<file path="config.mk">
export PLATFORM = sky130hd
export DESIGN_NAME = tagged_value_stream_encoder_unit_flat
export DESIGN_NICKNAME = d
export VERILOG_FILES = /design/src/rtl/core/tvse_pkg.sv /design/src/rtl/core/tvse_req_if.sv /design/src/rtl/core/tvse_rsp_if.sv /design/src/rtl/core/tagged_value_stream_encoder_unit.sv /design/src/rtl/core/tvse_format.sv /design/src/rtl/core/tvse_serializer.sv /design/src/flat_wrapper.sv
export SDC_FILE = /design/constraint.sdc
export NUM_CORES = 1
export LEC_CHECK = 0
export CAP_MARGIN = 5
export CORE_ASPECT_RATIO = 1.2
export CORE_MARGIN = 3
export CORE_UTILIZATION = 65
export DETAILED_ROUTE_END_ITERATION = 7
export DONT_BUFFER_PORTS = 1
export GPL_TIMING_DRIVEN = 1
export PLACE_DENSITY_LB_ADDON = 0.1
export SKIP_LAST_GASP = 1
export SYNTH_ARGS = -nofsm -noshare
export SYNTH_HDL_FRONTEND = slang
export SYNTH_SLANG_ARGS = --single-unit
</file>
<file path="constraint.sdc">
create_clock -name clock -period 7.5 [get_ports clock]
set_input_delay 1.5 -clock clock [delete_from_list [all_inputs] [get_ports clock]]
set_output_delay 1.5 -clock clock [all_outputs]
set_load 0.01 [all_outputs]
</file>
<file path="src/rtl/core/tvse_pkg.sv">
package tvse_pkg;

   localparam int MAX_BYTES = 9;
   localparam int CNT_W     = 4;
   localparam int VINT_MAX  = 5;
   localparam int VCNT_W    = 3;

   typedef enum logic [3:0] {
      ACT_NULL   = 4'd0,
      ACT_UNDEF  = 4'd1,
      ACT_BOOL   = 4'd2,
      ACT_INT    = 4'd3,
      ACT_DOUBLE = 4'd4,
      ACT_ARRAY  = 4'd5,
      ACT_MAP    = 4'd6,
      ACT_LENGTH = 4'd7,
      ACT_STRING = 4'd8,
      ACT_RAW    = 4'd9
   } action_type;

   localparam logic [7:0] TAG_NULL     = 8'h00;
   localparam logic [7:0] TAG_UTF8     = 8'h01;
   localparam logic [7:0] TAG_TRUE     = 8'h02;
   localparam logic [7:0] TAG_FALSE    = 8'h03;
   localparam logic [7:0] TAG_INT      = 8'h04;
   localparam logic [7:0] TAG_DOUBLE   = 8'h05;
   localparam logic [7:0] TAG_ARRAY    = 8'h06;
   localparam logic [7:0] TAG_MAP      = 8'h07;
   localparam logic [7:0] TAG_ONE_BYTE = 8'h08;
   localparam logic [7:0] TAG_UNDEF    = 8'hFF;

   typedef struct packed {
      logic [MAX_BYTES-1:0][7:0] bytes;
      logic [CNT_W-1:0]          count;
   } item_type;

endpackage

</file>
<file path="src/rtl/core/tvse_req_if.sv">
interface tvse_req_if;
   logic        valid;
   logic        ready;
   logic [3:0]  action;
   logic [63:0] value;
   logic        one_byte;

   modport source (output valid, output action, output value, output one_byte, input ready);
   modport sink (input valid, input action, input value, input one_byte, output ready);
endinterface

</file>
<file path="src/rtl/core/tvse_rsp_if.sv">
interface tvse_rsp_if;
   logic       valid;
   logic       ready;
   logic [7:0] out_byte;
   logic       last;

   modport source (output valid, output out_byte, output last, input ready);
   modport sink (input valid, input out_byte, input last, output ready);
endinterface

</file>
<file path="src/rtl/core/tagged_value_stream_encoder_unit.sv">
// Tagged value stream encoder.
// The req channel takes one serialization event per request (action, value,
// one_byte). The rsp channel returns the encoded bytes of that event one per
// cycle unless rsp stalls, with last set on the final byte of each request.
// Requests with an unused action code produce no bytes.
// A request is registered in the input register, where it is expanded into
// up to nine bytes, and is then loaded into the byte shifter, which drives
// rsp from its lowest byte. A request has one byte for tags and raw bytes,
// two to six for integers and string headers, one to five for lengths and
// nine for doubles. The byte shifter is the limit; the next request is
// accepted while the current one is still being sent, so the rsp channel
// runs without gaps.
// When rsp is stalled, the shifter holds its byte and one further request
// waits in the input register; req.ready then drops.
// Synchronous reset empties both registers; nothing else is cleared.
module tagged_value_stream_encoder_unit import tvse_pkg::*; (
   input  logic          clock,
   input  logic          reset,
   tvse_req_if.sink      req,
   tvse_rsp_if.source    rsp
);

   logic     take;
   logic     pend_valid;
   item_type pend;

   tvse_format u_format (
      .clock      (clock),
      .reset      (reset),
      .req        (req),
      .take       (take),
      .pend_valid (pend_valid),
      .pend       (pend)
   );

   tvse_serializer u_serializer (
      .clock      (clock),
      .reset      (reset),
      .pend_valid (pend_valid),
      .pend       (pend),
      .take       (take),
      .rsp        (rsp)
   );

endmodule

</file>
<file path="src/rtl/core/tvse_format.sv">
module tvse_format import tvse_pkg::*; (
   input  logic          clock,
   input  logic          reset,
   tvse_req_if.sink      req,
   input  logic          take,
   output logic          pend_valid,
   output item_type      pend
);

   logic                        pend_valid_ff;
   logic                        pend_valid_in;
   item_type                    pend_ff;
   item_type                    item;
   logic                        accept;
   logic [31:0]                 low32;
   logic [31:0]                 zz;
   logic [31:0]                 vsrc;
   logic [4:1]                  nz;
   logic [VINT_MAX-1:0][7:0]    vbytes;
   logic [VCNT_W-1:0]           vcnt;

   assign low32 = req.value[31:0];
   assign zz    = {low32[30:0], 1'b0} ^ {32{low32[31]}};
   assign vsrc  = (req.action == ACT_INT) ? zz : low32;

   // Each varint group carries a continuation bit when any higher group is nonzero.
   always_comb begin
      nz[1] = |vsrc[31:7];
      nz[2] = |vsrc[31:14];
      nz[3] = |vsrc[31:21];
      nz[4] = |vsrc[31:28];
      vbytes[0] = {nz[1], vsrc[6:0]};
      vbytes[1] = {nz[2], vsrc[13:7]};
      vbytes[2] = {nz[3], vsrc[20:14]};
      vbytes[3] = {nz[4], vsrc[27:21]};
      vbytes[4] = {4'b0000, vsrc[31:28]};
      vcnt = 3'd1 + {2'b00, nz[1]} + {2'b00, nz[2]} + {2'b00, nz[3]} + {2'b00, nz[4]};
   end

   always_comb begin
      item.bytes = '0;
      item.count = '0;
      unique case (req.action)
         ACT_NULL: begin
            item.bytes[0] = TAG_NULL;
            item.count    = 4'd1;
         end
         ACT_UNDEF: begin
            item.bytes[0] = TAG_UNDEF;
            item.count    = 4'd1;
         end
         ACT_BOOL: begin
            item.bytes[0] = req.value[0] ? TAG_TRUE : TAG_FALSE;
            item.count    = 4'd1;
         end
         ACT_INT: begin
            item.bytes[0] = TAG_INT;
            for (int k = 0; k < VINT_MAX; k++) begin
               item.bytes[k+1] = vbytes[k];
            end
            item.count = 4'd1 + {1'b0, vcnt};
         end
         ACT_DOUBLE: begin
            item.bytes[0] = TAG_DOUBLE;
            for (int i = 0; i < 8; i++) begin
               item.bytes[i+1] = req.value[63-8*i -: 8];
            end
            item.count = 4'd9;
         end
         ACT_ARRAY: begin
            item.bytes[0] = TAG_ARRAY;
            item.count    = 4'd1;
         end
         ACT_MAP: begin
            item.bytes[0] = TAG_MAP;
            item.count    = 4'd1;
         end
         ACT_LENGTH: begin
            for (int k = 0; k < VINT_MAX; k++) begin
               item.bytes[k] = vbytes[k];
            end
            item.count = {1'b0, vcnt};
         end
         ACT_STRING: begin
            item.bytes[0] = req.one_byte ? TAG_ONE_BYTE : TAG_UTF8;
            for (int k = 0; k < VINT_MAX; k++) begin
               item.bytes[k+1] = vbytes[k];
            end
            item.count = 4'd1 + {1'b0, vcnt};
         end
         ACT_RAW: begin
            item.bytes[0] = req.value[7:0];
            item.count    = 4'd1;
         end
         default: begin
            item.count = '0;
         end
      endcase
   end

   assign req.ready = !pend_valid_ff || take;
   assign accept    = req.valid && req.ready;

   // Requests that encode to nothing are dropped at acceptance.
   always_comb begin
      pend_valid_in = pend_valid_ff;
      if (accept) begin
         pend_valid_in = (item.count != '0);
      end else if (take) begin
         pend_valid_in = 1'b0;
      end
   end

   always_ff @(posedge clock) begin
      if (reset) begin
         pend_valid_ff <= 1'b0;
      end else begin
         pend_valid_ff <= pend_valid_in;
      end
      if (accept) begin
         pend_ff <= item;
      end
   end

   assign pend_valid = pend_valid_ff;
   assign pend       = pend_ff;

endmodule

</file>
<file path="src/rtl/core/tvse_serializer.sv">
module tvse_serializer import tvse_pkg::*; (
   input  logic          clock,
   input  logic          reset,
   input  logic          pend_valid,
   input  item_type      pend,
   output logic          take,
   tvse_rsp_if.source    rsp
);

   logic [MAX_BYTES-1:0][7:0] bytes_ff;
   logic [MAX_BYTES-1:0][7:0] bytes_in;
   logic [CNT_W-1:0]          rem_ff;
   logic [CNT_W-1:0]          rem_in;
   logic                      pop;

   assign rsp.valid    = (rem_ff != '0);
   assign rsp.out_byte = bytes_ff[0];
   assign rsp.last     = (rem_ff == 4'd1);
   assign pop          = rsp.valid && rsp.ready;
   assign take         = pend_valid && ((rem_ff == '0) || (pop && rem_ff == 4'd1));

   always_comb begin
      bytes_in = bytes_ff;
      rem_in   = rem_ff;
      if (take) begin
         bytes_in = pend.bytes;
         rem_in   = pend.count;
      end else if (pop) begin
         bytes_in = {8'h00, bytes_ff[MAX_BYTES-1:1]};
         rem_in   = rem_ff - 4'd1;
      end
   end

   always_ff @(posedge clock) begin
      if (reset) begin
         rem_ff <= '0;
      end else begin
         rem_ff <= rem_in;
      end
      bytes_ff <= bytes_in;
   end

endmodule

</file>
<file path="src/flat_wrapper.sv">
// flat-port wrapper written by rule: the top's interface ports become plain ports
module tagged_value_stream_encoder_unit_flat import tvse_pkg::*;
  (clock, reset, req_valid, req_action, req_value, req_one_byte, req_ready, rsp_valid, rsp_out_byte, rsp_last, rsp_ready);
  tvse_req_if req_i ();
  tvse_rsp_if rsp_i ();
  input  logic clock;
  input  logic reset;
  input wire logic [$bits(req_i.valid)-1:0] req_valid;
  input wire logic [$bits(req_i.action)-1:0] req_action;
  input wire logic [$bits(req_i.value)-1:0] req_value;
  input wire logic [$bits(req_i.one_byte)-1:0] req_one_byte;
  output wire logic [$bits(req_i.ready)-1:0] req_ready;
  output wire logic [$bits(rsp_i.valid)-1:0] rsp_valid;
  output wire logic [$bits(rsp_i.out_byte)-1:0] rsp_out_byte;
  output wire logic [$bits(rsp_i.last)-1:0] rsp_last;
  input wire logic [$bits(rsp_i.ready)-1:0] rsp_ready;
  assign req_i.valid = req_valid;
  assign req_i.action = req_action;
  assign req_i.value = req_value;
  assign req_i.one_byte = req_one_byte;
  assign req_ready = req_i.ready;
  assign rsp_valid = rsp_i.valid;
  assign rsp_out_byte = rsp_i.out_byte;
  assign rsp_last = rsp_i.last;
  assign rsp_i.ready = rsp_ready;
  tagged_value_stream_encoder_unit u_core (.clock(clock), .reset(reset), .req(req_i), .rsp(rsp_i));
endmodule
</file>
Yosys cells after proc, flatten, opt, wreduce, memory -nomap -nowiden. Cells that the tools add are included.

Output and inout port bits: 11. Flip-flop bits (word level): 153. Bits in latches: 0. Memories: 0. Input port bits: 73. ROM bits: 0. Memory bits (writable): 0. Word-level logic and storage cells: 70.

Shift operators: 0. $lt $le $gt $ge: 0. Bitwise gates (word level): 1. Reductions and logical operators: 19. $mul: 0. Equality and inequality tests: 10. Divide/modulo/power cells: 0. Muxes and demuxes: 13. Add/sub/neg operators: 6.

Operators with widths (number): 72-bit two-way mux (2); 32-bit case mux with 3 select lines (1); 8-bit case mux with 9 select lines (1); 32-bit two-way mux (1); 32-bit bitwise XOR (1); 25-bit OR reduction (1); 18-bit OR reduction (1); 4-bit by 3-bit equality test with 1-bit output, second input constant (4); 4-bit case mux with 4 select lines (1); 8-bit case mux with 2 select lines (1); 4-bit two-way mux (3); 11-bit OR reduction (1); 4-bit by 1-bit equality test with 1-bit output, second input constant (2); 4-bit by 2-bit equality test with 1-bit output, second input constant (2); 4-bit equality test, second input constant (2); 4-bit logical NOT (2); 4-bit nonzero test (2); 3-bit by 1-bit adder with 3-bit output (2); 6-bit OR reduction (1); 1-bit by 3-bit adder with 4-bit output, first input constant (1); 1-bit logical AND (4); 2-bit nonzero test (2); 4-bit OR reduction (1); 4-bit by 1-bit subtractor with 4-bit output, second input constant (1); other kinds (6) (9).

Logic depth before layout (Yosys ltp). Gate-level depths: netlist of the first run.

Word-level depth: 11. Mapped depth: 17. Gate-level depth less buffers: 15.

By module. A second synthesis of the first run with hierarchy kept.

Cell total of the unflattened synthesis: 771. Area total of the unflattened synthesis: 7958.9 um^2.

By module, submodules not included: tvse_format (area each 4541.9 um^2, sequential area each 2302.2 um^2, instances 1, cells an instance 435); tvse_serializer (area each 3417.0 um^2, sequential area each 2242.2 um^2, instances 1, cells an instance 336).

Worst setup path before layout of the first run. OpenSTA, ideal clock, no wires.

Kind: in2reg. From: input port req_action[3]. To: register u_core.u_format.pend_valid_ff, in the netlist u_core.u_format.pend_valid. Data required time: 7.356 ns. Stages: 15. Slack: 2.923 ns. Data arrival time: 4.433 ns. Path buffers: 1. Library setup time: 0.144 ns. Path through: buf_2 > and4bb_2 > and2_1 > nand3_1 > a221oi_2 > nand2_2 > nor2_1 > ha_1 > inv_1 > fa_1 > inv_1 > fa_1 > a21oi_1 > o41ai_1 > a21oi_1.

Cells in the longest elaborated chain, start to end: 11. Elaborated cells on any way between the ends: 25. Those cells by class: add/sub: 5; eq/ne: 9; mux: 3; reduce/logical: 8.

Ends and longest elaborated chain: start: declaration (RTL line flat_wrapper.sv:9) `input wire logic [$bits(req_i.action)-1:0] req_action;`; 4-bit by 2-bit equality test with 1-bit output (RTL line tvse_format.sv:24, tvse_format.sv:43); 32-bit two-way mux (RTL line tvse_format.sv:24) `assign vsrc = (req.action == ACT_INT) ? zz : low32;`; 25-bit OR reduction (RTL line tvse_format.sv:28) `nz[1] = |vsrc[31:7];`; 1-bit by 1-bit adder with 2-bit output (RTL line tvse_format.sv:37) `vcnt = 3'd1 + {2'b00, nz[1]} + {2'b00, nz[2]} + {2'b00, nz[3]} + {2'b00, nz[4]};`; 2-bit by 1-bit adder with 3-bit output (RTL line tvse_format.sv:37); 3-bit by 1-bit adder with 3-bit output (2 in series) (RTL line tvse_format.sv:37); 1-bit by 3-bit adder with 4-bit output (RTL line tvse_format.sv:61, tvse_format.sv:89); 4-bit case mux with 4 select lines (*) (RTL line tvse_format.sv:43) `unique case (req.action)`; 4-bit nonzero test (*) (RTL line tvse_format.sv:108) `pend_valid_in = (item.count != '0);`; 1-bit two-way mux (*) (RTL line tvse_format.sv:107) `if (accept) begin`; end signal: assignment (RTL line tvse_format.sv:118) `pend_valid_ff <= pend_valid_in;`; end: declaration (RTL line tvse_format.sv:10) `logic pend_valid_ff;`.

Every way passes the cells marked *; elsewhere a longest branch is shown, timed or not. A chain may end at the register's enable or synchronous reset.

Final worst setup path of the first run. Ends and elaborated chain as after synthesis.

==> qor.txt, run 1 <==
GLOBAL ROUTING
------------------------------------------------------------------------------------------
Wire length of the first global-routing pass ................................    27,800 um
Global router's overall resource usage ......................................        27.9%
Vias in the first global route ..............................................        4,777
Total global routing overflow ...............................................            0
Antenna violations before repair ............................................            0
Largest net degree at the start of global routing ...........................           82

SYNTH
------------------------------------------------------------------------------------------
Netlist Area Pre-Place ......................................................    7710 um^2
Post-Syn Nets ...............................................................          706
Post-synthesis adder-cell area fraction .....................................        1.17%
Library cells used by synthesis .............................................           57
XOR/XNOR Fraction of Synth Area .............................................        3.63%
Synthesized netlist cell count ..............................................          627
Largest family of logic cells by synthesized area ........................... compound AO/OA/AOI/OAI gates
EDFF count, synth ...........................................................          148
Dominant register cell in the synthesized netlist ........................... sky130_fd_sc_hd__edfxtp_1
Yosys reg bits ..............................................................          153
Number of synthesis warnings ................................................            0
Simple logic cell fraction of the synthesized area ..........................        10.9%
Sequential-to-total area share from yosys stat ..............................        58.9%
Multiplexer share of the synthesized area ...................................        9.49%
Fraction of registers with async set/reset ..................................           0%
Compound-gate portion of the synthesized area ...............................        12.2%
Syn Area/Cell ...............................................................    12.3 um^2

OUTCOME
------------------------------------------------------------------------------------------
Result of the run ........................................................... finished, final reports clean

LAYOUT
------------------------------------------------------------------------------------------
Area overhead of the layout relative to synthesis ...........................        6.99%
Final Core Density ..........................................................        73.0%
# fillers ...................................................................          734
Final-stage net count .......................................................          674
Final design area excluding fillers .........................................    8250 um^2
Antenna diode count .........................................................            0
Area used by multi-input combinational logic ................................    2890 um^2
Share of cells above drive strength 1 .......................................        18.6%
Leading cell types in the layout, fill and taps excluded .................... 148 x sky130_fd_sc_hd__edfxtp_1, 64 x sky130_fd_sc_hd__mux2_2, 43 x sky130_fd_sc_hd__nand2_1, 40 x sky130_fd_sc_hd__o21ai_0, 36 x sky130_fd_sc_hd__nor2_1
Commonest non-fill, non-tap cell in the layout .............................. sky130_fd_sc_hd__edfxtp_1
Footprint of the flip-flops and latches .....................................    4540 um^2

DRT
------------------------------------------------------------------------------------------
Number of DRC markers after the initial detailed-route iteration ............          605
Via total after detailed routing ............................................        5,038
ANT nets after route ........................................................            0
1st-pass router iterations ..................................................            5
Wire per inst ...............................................................      23.3 um
DRT Wirelength ..............................................................    17,700 um
Mean number of vias per cell ................................................         6.62
Number of remaining DRC errors ..............................................            0

POWER AND IR DROP
------------------------------------------------------------------------------------------
Leakage power ...............................................................      2.89 nW
Pwr Density .................................................................  327 nW/um^2
IR Drop Worst-Case VDD ......................................................     0.215 mV

RUN
------------------------------------------------------------------------------------------
Count of max-cap constraint violations ......................................            0

SETUP PATH
------------------------------------------------------------------------------------------
Cell at the slowest stage of the critical path .............................. sky130_fd_sc_hd__nand4bb_2
CP startpoint kind .......................................................... primary input
Data arrival time at the worst-slack endpoint ...............................      5.44 ns
Cell-by-cell trace of the critical path ..................................... nand4bb_2 > nor3_1 > o21bai_1 > a221oi_2 > nand2_2 > nor2_1 > ha_1 > inv_1 > fa_1 > inv_1 > fa_1 > a21oi_1 > o41ai_1 > a21oi_1
Largest fanout on the critical path .........................................           46
Register-to-Register Path Depth .............................................            5
Setup crit end kind .........................................................     register
Worst path max stage delay ..................................................      0.93 ns
Critical Path RT ............................................................      7.78 ns
Worst Path Class, Setup ..................................................... primary input to register

TIMING
------------------------------------------------------------------------------------------
Final Cycle Share ...........................................................        68.9%
Number of hold violations in the final report ...............................            0
Post-route clock skew .......................................................    0.0101 ns
Unrepaired setup endpoints after global routing .............................        false
Clock period minus worst slack ..............................................      5.17 ns
Total setup violations reported at the end of the flow ......................            0
Max_slew headroom ...........................................................        27.0%
Number of pins exceeding their max-slew limit in the final report ...........            0
Tightest Pin Transition .....................................................      1.10 ns
Total negative slack for setup checks .......................................         0 ns
Max Clk Rate ................................................................      194 MHz

FLOORPLAN
------------------------------------------------------------------------------------------
Initial Util ................................................................        68.3%
Top-Level Pins ..............................................................           84
Chip Width ..................................................................       105 um
Floorplan core area .........................................................  11,300 um^2
Overall die area ............................................................  13,200 um^2
Die boundary height .........................................................       125 um
Std-Cell Rows ...............................................................           42

HOLD PATH
------------------------------------------------------------------------------------------
Number of cells on the worst hold path ......................................            2
Worst min path class ........................................................ register to register

CLOCK NETWORK
------------------------------------------------------------------------------------------
Clock edge transition at the registers on the reported setup and hold paths .      0.06 ns
Number of post-CTS setup repair buffers .....................................            0
Number of levels the H-tree was split into ..................................            4
Longest Clk Path Bufs .......................................................            2
Number of buffers created by CTS ............................................           17
Number of hold-repair buffers added at the cts stage ........................            0
Clock sink count ............................................................          153
CTS tree ....................................................................          yes
Post-cts sizing count .......................................................            0
Buffer cell driving the clock tree root ..................................... sky130_fd_sc_hd__clkbuf_16
Skew-Pair Late Insertion Delay ..............................................      0.43 ns

PLACEMENT
------------------------------------------------------------------------------------------
Weighted congestion reported at the end of routability-driven placement .....        0.952
Half-perimeter wire length of the detailed placement result .................    11,600 um
Count of buffers inserted at the top-level ports ............................            0
Post-DP Area ................................................................    7690 um^2

==> cells in the mapped netlist (all sizes together) (12+ instances only) <==
master,count,area [um^2]
edfxtp,148,4440
mux2,65,732
nand2,44,168
o21ai,40,200
a21oi,37,193
nor2,37,139
clkbuf,34,128
xnor2,31,272
and3,30,189
buf,21,128
a22oi,19,143
and2,12,75.1
==> where the power goes <==
group / total, mW / internal (mW) / leakage, nW / switching (mW)
combinational: 0.475 / 0.222 / 1.11 / 0.252
sequential: 1.42 / 1.32 / 1.51 / 0.0970
clock: 0.809 / 0.484 / 0.269 / 0.326
total: 2.70 / 2.02 / 2.89 / 0.675
==> critical path: cells and delay by family <==
kind / cells / cell delay, ns
buffers and inverters: 2 / 0.16
AO/OA/AOI/OAI: 5 / 0.92
AND/OR/NAND/NOR: 4 / 1.61
adder cells (fa/ha/maj): 3 / 1.23
==> cells by family after synthesis <==
family,Yosys count
muxes,65
and+or+nand+nor,163
buffers and inverters,64
AOI/OAI and AO/OA,144
DFF,153
xor gates and xnor gates,32
adders and majority gates,6
==> area by class of cell <==
type,instances,area share [%]
flip-flops and latches,153,55.1
multi-input cells,410,35.1
clock buffers,18,5.20
well taps,154,2.34
clock inverters,13,1.55
inverters,9,0.409
repair buffers,4,0.364
==> registers in the layout, indices dropped and copies added, names as in the netlist <==
name	count
u_core.u_format.pend	76
u_core.u_serializer.bytes_ff	64
u_core.u_serializer.rsp.out_byte	8
u_core.u_serializer.rem_ff	4
u_core.u_format.pend_valid	1
==> metal layers <==
metal | part of all wire (%) | track usage, % | up-vias
met4 | 2.8 | 9.96 | 0
met1 | 41 | 38.1 | 2500
met2 | 48 | 43.5 | 220
met3 | 7.4 | 7.32 | 43
met5 | 0 | 0 | -
li1 | - | - | 2275
==> final timing paths <==
kind	start	to	slack [ns]
worst max-delay path	req_action[3]	u_core.u_format.pend_valid$_SDFFE_PP0P_	2.33
worst min-delay path	u_core.u_serializer.rem_ff[1]$_SDFFE_PP0P_	u_core.u_serializer.rem_ff[1]$_SDFFE_PP0P_	0.51
worst max register to register	u_core.u_serializer.rem_ff[0]$_SDFFE_PP0P_	u_core.u_format.pend[16]$_DFFE_PP_	4.79
worst min register to register	u_core.u_serializer.rem_ff[1]$_SDFFE_PP0P_	u_core.u_serializer.rem_ff[1]$_SDFFE_PP0P_	0.51
==> metrics by stage <==
step           std cells  worst slack (ns)  hold slack (ns)  total power, mW
6_report             761              2.33            0.514             2.70
5_1_grt              761              1.98            0.549             2.82
4_1_cts              761              2.37            0.514             2.72
3_5_place_dp         730              1.93            0.507             1.91
3_3_place_gp         730              2.07            0.497             1.89
2_1_floorplan        627              2.92            0.471             1.81
(Power assumes the default switching activity.)
==> inputs of run 2 (changes only) <==
Settings changed: CORE_UTILIZATION 65 to 58.
Clock period 7.5 ns to 4.6 ns, I/O delays scaled along.
==> qor.txt, run 2 (synthesis results as in run 1) <==
SETUP PATH
------------------------------------------------------------------------------------------
Setup crit start ............................................................ req_action[3]   unchanged
Endpoint of the lowest-slack register-to-register path ...................... u_core.u_format.pend[37]$_DFFE_PP_   was u_core.u_format.pend[16]$_DFFE_PP_
Register-to-register path setup slack .......................................      1.98 ns   was 4.79 ns
Launch instance of the worst register-to-register path ...................... u_core.u_serializer.rem_ff[0]$_SDFFE_PP0P_   unchanged
Worst Path Class, Setup ..................................................... primary input to register   unchanged
Register-to-Register Path Depth .............................................            5   unchanged
Setup crit end kind .........................................................     register   unchanged
Largest fanout on the critical path .........................................           11   was 46
Critical Path RT ............................................................      4.88 ns   was 7.78 ns
Crit path capture ........................................................... u_core.u_format.pend_valid$_SDFFE_PP0P_   unchanged
Data arrival time at the worst-slack endpoint ...............................      4.17 ns   was 5.44 ns
CP startpoint kind .......................................................... primary input   unchanged

DRT
------------------------------------------------------------------------------------------
DRT Wirelength ..............................................................    18,000 um   was 17,700 um
Wire per inst ...............................................................      23.3 um   about the same
Via total after detailed routing ............................................        4,927   was 5,038
Number of remaining DRC errors ..............................................            0   unchanged
Mean number of vias per cell ................................................         6.37   was 6.62
Number of DRC markers after the initial detailed-route iteration ............          562   was 605
1st-pass router iterations ..................................................            6   was 5
ANT nets after route ........................................................            0   unchanged

POWER AND IR DROP
------------------------------------------------------------------------------------------
Pwr Density .................................................................  540 nW/um^2   was 327 nW/um^2
Part of the total power dissipated in sequential elements ...................        51.3%   was 52.4%
IR Drop Worst-Case VDD ......................................................     0.360 mV   was 0.215 mV
Clock share of power ........................................................        31.3%   was 30.0%
Internal power contribution .................................................      3.41 mW   was 2.02 mW
P_sw ........................................................................      1.09 mW   was 0.675 mW
Leakage power ...............................................................      2.93 nW   was 2.89 nW
Portion of total power attributed to combinational logic ....................        17.4%   was 17.6%
Switching part of the total power ...........................................        24.3%   was 25.0%

GLOBAL ROUTING
------------------------------------------------------------------------------------------
Wire length of the first global-routing pass ................................    27,900 um   was 27,800 um
Antenna violations before repair ............................................            0   unchanged
Total global routing overflow ...............................................            0   unchanged
Global router's overall resource usage ......................................        25.1%   was 27.9%
Largest net degree at the start of global routing ...........................           82   unchanged
Vias in the first global route ..............................................        4,845   was 4,777

TIMING
------------------------------------------------------------------------------------------
Minimum setup slack in the final design .....................................     0.705 ns   was 2.33 ns
Tightest Pin Transition .....................................................      1.13 ns   was 1.10 ns
Number of pins exceeding their max-slew limit in the final report ...........            0   unchanged
Post-route clock skew .......................................................   0.00619 ns   was 0.0101 ns
Worst hold-check slack ......................................................     0.522 ns   was 0.514 ns
Final Cycle Share ...........................................................        84.7%
Number of hold violations in the final report ...............................            0   unchanged
Unrepaired setup endpoints after global routing .............................        false   unchanged
Max Clk Rate ................................................................      257 MHz
Total setup violations reported at the end of the flow ......................            0   unchanged
Max_slew headroom ...........................................................        24.3%   was 27.0%
Total negative slack for setup checks .......................................         0 ns   unchanged
Clock period minus worst slack ..............................................      3.90 ns

PLACEMENT
------------------------------------------------------------------------------------------
Half-perimeter wire length of the detailed placement result .................    12,200 um   was 11,600 um
Weighted congestion reported at the end of routability-driven placement .....        0.924   was 0.952
Number of cells after detailed placement ....................................          744   was 730
Worst setup timing slack at the placement stage .............................     0.262 ns   was 1.93 ns
Count of buffers inserted at the top-level ports ............................            0   unchanged

LAYOUT
------------------------------------------------------------------------------------------
Commonest non-fill, non-tap cell in the layout .............................. sky130_fd_sc_hd__edfxtp_1   unchanged
Final Non-Filler Cells ......................................................          773   was 761
Area overhead of the layout relative to synthesis ...........................        8.23%   was 6.99%
Final-stage net count .......................................................          678   was 674
Share of cells above drive strength 1 .......................................        19.0%   was 18.6%
Antenna diode count .........................................................            0   unchanged
Flip-flop count of the largest register, all copies and words added .........           76   unchanged
Final Core Density ..........................................................        65.0%   was 73.0%
Leading cell types in the layout, fill and taps excluded .................... 148 x sky130_fd_sc_hd__edfxtp_1, 64 x sky130_fd_sc_hd__mux2_2, 43 x sky130_fd_sc_hd__nand2_1, 40 x sky130_fd_sc_hd__o21ai_0, 36 x sky130_fd_sc_hd__nor2_1   unchanged

FLOORPLAN
------------------------------------------------------------------------------------------
Overall die area ............................................................  14,700 um^2   was 13,200 um^2
Initial Util ................................................................        60.1%   was 68.3%
Die boundary height .........................................................       132 um   was 125 um
Top-Level Pins ..............................................................           84   unchanged
Std-Cell Rows ...............................................................           45   was 42
Floorplan core area .........................................................  12,800 um^2   was 11,300 um^2
Chip Width ..................................................................       111 um   was 105 um

RUN
------------------------------------------------------------------------------------------
Count of max-cap constraint violations ......................................            0   unchanged

CLOCK NETWORK
------------------------------------------------------------------------------------------
Number of hold-repair buffers added at the cts stage ........................            0   unchanged
Number of levels the H-tree was split into ..................................            4   unchanged
Number of buffers created by CTS ............................................           17   unchanged
Clock sink count ............................................................          153   unchanged
Post-cts sizing count .......................................................            0   unchanged
Clock edge transition at the registers on the reported setup and hold paths .      0.06 ns   about the same
Skew-Pair Late Insertion Delay ..............................................      0.42 ns   was 0.43 ns
Longest Clk Path Bufs .......................................................            2   unchanged
CTS tree ....................................................................          yes   unchanged
Number of post-CTS setup repair buffers .....................................            0   unchanged
Buffer cell driving the clock tree root ..................................... sky130_fd_sc_hd__clkbuf_16   unchanged

HOLD PATH
------------------------------------------------------------------------------------------
Worst min path class ........................................................ register to register   unchanged
Hold Startpoint ............................................................. u_core.u_serializer.rem_ff[1]$_SDFFE_PP0P_   unchanged
Number of cells on the worst hold path ......................................            2   unchanged

OUTCOME
------------------------------------------------------------------------------------------
Result of the run ........................................................... finished, final reports clean   unchanged

run 2: changes by cell type in the layout (fill, tap and decap cells not counted), sizes merged:
| cell | previous run | this run |
|---|---|---|
| inv | 11 | 9 |
| buf | 4 | 8 |
| clkinv | 7 | 5 |
| clkinvlp | 2 | 0 |
| clkbuf | 18 | 20 |
| bufinv | 2 | 4 |
run 2: cell type report:
cell class | count | area (um^2)
timing repair buffer | 8 | 72.6
clock buffer | 20 | 437
multi-input combinational | 410 | 2900
tap | 164 | 205
sequential | 153 | 4540
fill | 979 | 4490
clock inverter | 9 | 151
inverter | 9 | 33.8
run 2: critical path: stages:
cell	delay (ns)
sky130_fd_sc_hd__and4bb_2	0.41
sky130_fd_sc_hd__buf_4	0.19
sky130_fd_sc_hd__a21oi_1	0.10
sky130_fd_sc_hd__a21oi_2	0.28
sky130_fd_sc_hd__nor3_4	0.10
sky130_fd_sc_hd__nand2_2	0.12
sky130_fd_sc_hd__nor2_1	0.06
sky130_fd_sc_hd__ha_1	0.28
sky130_fd_sc_hd__inv_1	0.05
sky130_fd_sc_hd__fa_1	0.58
sky130_fd_sc_hd__inv_1	0.10
sky130_fd_sc_hd__fa_1	0.51
sky130_fd_sc_hd__a21oi_1	0.07
sky130_fd_sc_hd__o41ai_1	0.28
sky130_fd_sc_hd__a21oi_1	0.10
run 2: metal layers:
layer | global-route usage (%) | share of wire [%] | up-vias
met5 | 0 | 0 | -
met4 | 9.60 | 2.8 | 0
met3 | 4.78 | 7.4 | 38
met2 | 39.6 | 49 | 235
met1 | 34.7 | 41 | 2369
li1 | - | - | 2285
run 2: worst min path at each step:
stage | endpoint | slack, ns
after floorplan | u_core.u_serializer.rem_ff[0]$_SDFFE_PP0P_ | 0.47
after global placement | u_core.u_serializer.rem_ff[1]$_SDFFE_PP0P_ | 0.50
after detailed placement | u_core.u_serializer.rem_ff[1]$_SDFFE_PP0P_ | 0.51
after CTS | u_core.u_serializer.rem_ff[1]$_SDFFE_PP0P_ | 0.52
after global routing | u_core.u_serializer.rem_ff[1]$_SDFFE_PP0P_ | 0.53
final | u_core.u_serializer.rem_ff[1]$_SDFFE_PP0P_ | 0.52
run 2: stage by stage:
step                power [mW]  cell area, um^2
floorplan                 2.94             7710
global placement          3.10             7760
detailed placement        3.14             7760
CTS                       4.55             8350
global route              4.71             8350
finish                    4.51             8350
run 2: power groups by stage:
stage	Clock [mW]	Sequential (mW)	Combinational (mW)
floorplan	0	2.24	0.702
global placement	0	2.33	0.767
detailed placement	0	2.35	0.791
CTS	1.43	2.32	0.796
global route	1.49	2.35	0.863
finish	1.41	2.31	0.785
==> inputs of run 3 (changes only) <==
Settings changed: CORE_UTILIZATION 58 to 64.
Clock period 4.6 ns to 3.9 ns, I/O delays scaled along.
==> qor.txt, run 3 (synthesis results as in run 1) <==
CLOCK NETWORK
------------------------------------------------------------------------------------------
Number of post-CTS setup repair buffers .....................................            0   unchanged
Clock sink count ............................................................          153   unchanged
Buffer cell driving the clock tree root ..................................... sky130_fd_sc_hd__clkbuf_16   unchanged
Number of levels the H-tree was split into ..................................            4   unchanged
Number of buffers created by CTS ............................................           17   unchanged
CTS tree ....................................................................          yes   unchanged
Post-cts sizing count .......................................................            0   unchanged
Longest Clk Path Bufs .......................................................            2   unchanged
Skew-Pair Late Insertion Delay ..............................................      0.42 ns   about the same
Number of hold-repair buffers added at the cts stage ........................            0   unchanged
Clock edge transition at the registers on the reported setup and hold paths .      0.06 ns   about the same

GLOBAL ROUTING
------------------------------------------------------------------------------------------
Antenna violations before repair ............................................            0   unchanged
Wire length of the first global-routing pass ................................    27,600 um   was 27,900 um
Largest net degree at the start of global routing ...........................           69   was 82
Vias in the first global route ..............................................        4,777   was 4,845
Global router's overall resource usage ......................................        27.7%   was 25.1%
Total global routing overflow ...............................................            0   unchanged

SETUP PATH
------------------------------------------------------------------------------------------
Largest fanout on the critical path .........................................            6   was 11
Worst path max stage delay ..................................................      0.54 ns   was 0.58 ns
CP startpoint kind .......................................................... primary input   unchanged
Data arrival time at the worst-slack endpoint ...............................      3.81 ns   was 4.17 ns
Launch instance of the worst register-to-register path ...................... u_core.u_serializer.rem_ff[0]$_SDFFE_PP0P_   unchanged
Setup crit start ............................................................ req_value[23]   was req_action[3]
Critical Path RT ............................................................      4.18 ns   was 4.88 ns
Setup crit end kind .........................................................     register   unchanged
Cell-by-cell trace of the critical path ..................................... or4_4 > o32ai_4 > a21oi_2 > nor3_4 > nand2_2 > nor2_1 > ha_1 > inv_1 > fa_1 > inv_1 > fa_1 > a21oi_1 > o41ai_1 > a21oi_1   was and4bb_2 > buf_4 > a21oi_1 > a21oi_2 > nor3_4 > nand2_2 > nor2_1 > ha_1 > inv_1 > fa_1 > inv_1 > fa_1 > a21oi_1 > o41ai_1 > a21oi_1
Worst Path Class, Setup ..................................................... primary input to register   unchanged
Cell at the slowest stage of the critical path .............................. sky130_fd_sc_hd__or4_4   was sky130_fd_sc_hd__fa_1

FLOORPLAN
------------------------------------------------------------------------------------------
Top-Level Pins ..............................................................           84   unchanged
Initial Util ................................................................        66.1%   was 60.1%
Overall die area ............................................................  13,400 um^2   was 14,700 um^2
Chip Width ..................................................................       106 um   was 111 um
Std-Cell Rows ...............................................................           43   was 45
Die boundary height .........................................................       126 um   was 132 um
Floorplan core area .........................................................  11,700 um^2   was 12,800 um^2

TIMING
------------------------------------------------------------------------------------------
Max_slew headroom ...........................................................        30.8%   was 24.3%
Tightest Pin Transition .....................................................      1.04 ns   was 1.13 ns
Max Clk Rate ................................................................      283 MHz
Final Cycle Share ...........................................................        90.6%
Clock period minus worst slack ..............................................      3.53 ns
Total setup violations reported at the end of the flow ......................            0   unchanged
Number of pins exceeding their max-slew limit in the final report ...........            0   unchanged
Post-route clock skew .......................................................   0.00394 ns   was 0.00619 ns
Total negative slack for setup checks .......................................         0 ns   unchanged
Unrepaired setup endpoints after global routing .............................        false   unchanged
Number of hold violations in the final report ...............................            0   unchanged

DRT
------------------------------------------------------------------------------------------
1st-pass router iterations ..................................................            5   was 6
Number of DRC markers after the initial detailed-route iteration ............          444   was 562
Mean number of vias per cell ................................................         6.38   was 6.37
Number of remaining DRC errors ..............................................            0   unchanged
ANT nets after route ........................................................            0   unchanged
DRT Wirelength ..............................................................    17,800 um   was 18,000 um
Wire per inst ...............................................................      22.7 um   was 23.3 um
Via total after detailed routing ............................................        5,005   was 4,927

LAYOUT
------------------------------------------------------------------------------------------
Share of cells above drive strength 1 .......................................        21.0%   was 19.0%
Final Non-Filler Cells ......................................................          785   was 773
Final design area excluding fillers .........................................    8410 um^2   was 8350 um^2
Commonest non-fill, non-tap cell in the layout .............................. sky130_fd_sc_hd__edfxtp_1   unchanged
Footprint of the flip-flops and latches .....................................    4540 um^2   unchanged
Area overhead of the layout relative to synthesis ...........................        9.02%   was 8.23%
Final-stage net count .......................................................          694   was 678
Flip-flop count of the largest register, all copies and words added .........           76   unchanged
# fillers ...................................................................          787   was 979
Leading cell types in the layout, fill and taps excluded .................... 148 x sky130_fd_sc_hd__edfxtp_1, 64 x sky130_fd_sc_hd__mux2_2, 43 x sky130_fd_sc_hd__nand2_1, 40 x sky130_fd_sc_hd__o21ai_0, 36 x sky130_fd_sc_hd__nor2_1   unchanged
Area used by multi-input combinational logic ................................    2890 um^2   was 2900 um^2
Antenna diode count .........................................................            0   unchanged

POWER AND IR DROP
------------------------------------------------------------------------------------------
IR Drop Worst-Case VDD ......................................................     0.365 mV   was 0.360 mV
Leakage power ...............................................................      2.98 nW   was 2.93 nW
Total design power ..........................................................      5.17 mW   was 4.51 mW
Pwr Density .................................................................  614 nW/um^2   was 540 nW/um^2

PLACEMENT
------------------------------------------------------------------------------------------
Post-DP Area ................................................................    7870 um^2   was 7760 um^2
Count of buffers inserted at the top-level ports ............................            0   unchanged
Weighted congestion reported at the end of routability-driven placement .....        0.955   was 0.924
Number of cells after detailed placement ....................................          753   was 744
Half-perimeter wire length of the detailed placement result .................    12,200 um   about the same

OUTCOME
------------------------------------------------------------------------------------------
Result of the run ........................................................... finished, final reports clean   unchanged

HOLD PATH
------------------------------------------------------------------------------------------
Hold Startpoint .............................................................        reset   was u_core.u_serializer.rem_ff[1]$_SDFFE_PP0P_
Worst min path class ........................................................ primary input to register   was register to register

RUN
------------------------------------------------------------------------------------------
Count of max-cap constraint violations ......................................            0   unchanged

[run 3: cell count changes in the layout (fill, tap and decap cells not counted)]
cell and change:
sky130_fd_sc_hd__buf_4 +15, sky130_fd_sc_hd__bufinv_16 -3, sky130_fd_sc_hd__inv_6 +3, sky130_fd_sc_hd__clkinv_1 +2
sky130_fd_sc_hd__clkinv_4 -2, sky130_fd_sc_hd__clkinvlp_4 +2, sky130_fd_sc_hd__buf_12 +1, sky130_fd_sc_hd__clkinv_2 +1
sky130_fd_sc_hd__nor2b_1 +1, sky130_fd_sc_hd__nor2b_2 -1, sky130_fd_sc_hd__nor3_2 +1, sky130_fd_sc_hd__nor3_4 -1
[run 3: final timing paths]
path | slack, ns | cells past startpoint | end
min reg2reg | 0.52 | 2 | u_core.u_serializer.rem_ff[1]$_SDFFE_PP0P_
min | 0.42 | 1 | u_core.u_serializer.rem_ff[0]$_SDFFE_PP0P_
max reg2reg | 1.27 | 6 | u_core.u_serializer.bytes_ff[28]$_DFFE_PP_
max | 0.37 | 14 | u_core.u_format.pend_valid$_SDFFE_PP0P_
[run 3: critical path: cells and delay by family]
family	cells	cell delay [ns]
AO/OA/AOI/OAI	5	0.75
adder cells (fa/ha/maj)	3	1.17
AND/OR/NAND/NOR	4	0.97
buffers and inverters	2	0.12
[run 3: area by class of cell]
cell class	count	area share, %
clock buffer	20	5.19
clock inverter	12	1.16
inverter	9	0.402
multi-input combinational	410	34.4
sequential	153	54.0
tap	157	2.34
timing repair buffer	24	2.44
[run 3: metal layers]
metal	part of all wire [%]	GRT usage [%]	vias to the layer above
met3	8.3	6.61	38
met1	41	38.8	2419
li1	-	-	2323
met4	2.6	10.2	0
met2	48	42.7	225
met5	0	0	-
[run 3: per-stage QoR]
step,worst slack [ns],utilization (%),hold slack (ns)
6_report,0.365,72.0,0.423
5_1_grt,0.184,72.0,0.407
4_1_cts,0.367,72.0,0.406
3_5_place_dp,-0.0634,67.4,0.510
3_3_place_gp,-0.0204,67.4,0.497
2_1_floorplan,0.0434,-,0.471
[run 3: where the power goes]
group	internal, mW	leakage (nW)	switching, mW
Combinational	0.450	1.22	0.499
Clock	0.872	0.257	0.631
Sequential	2.53	1.51	0.184
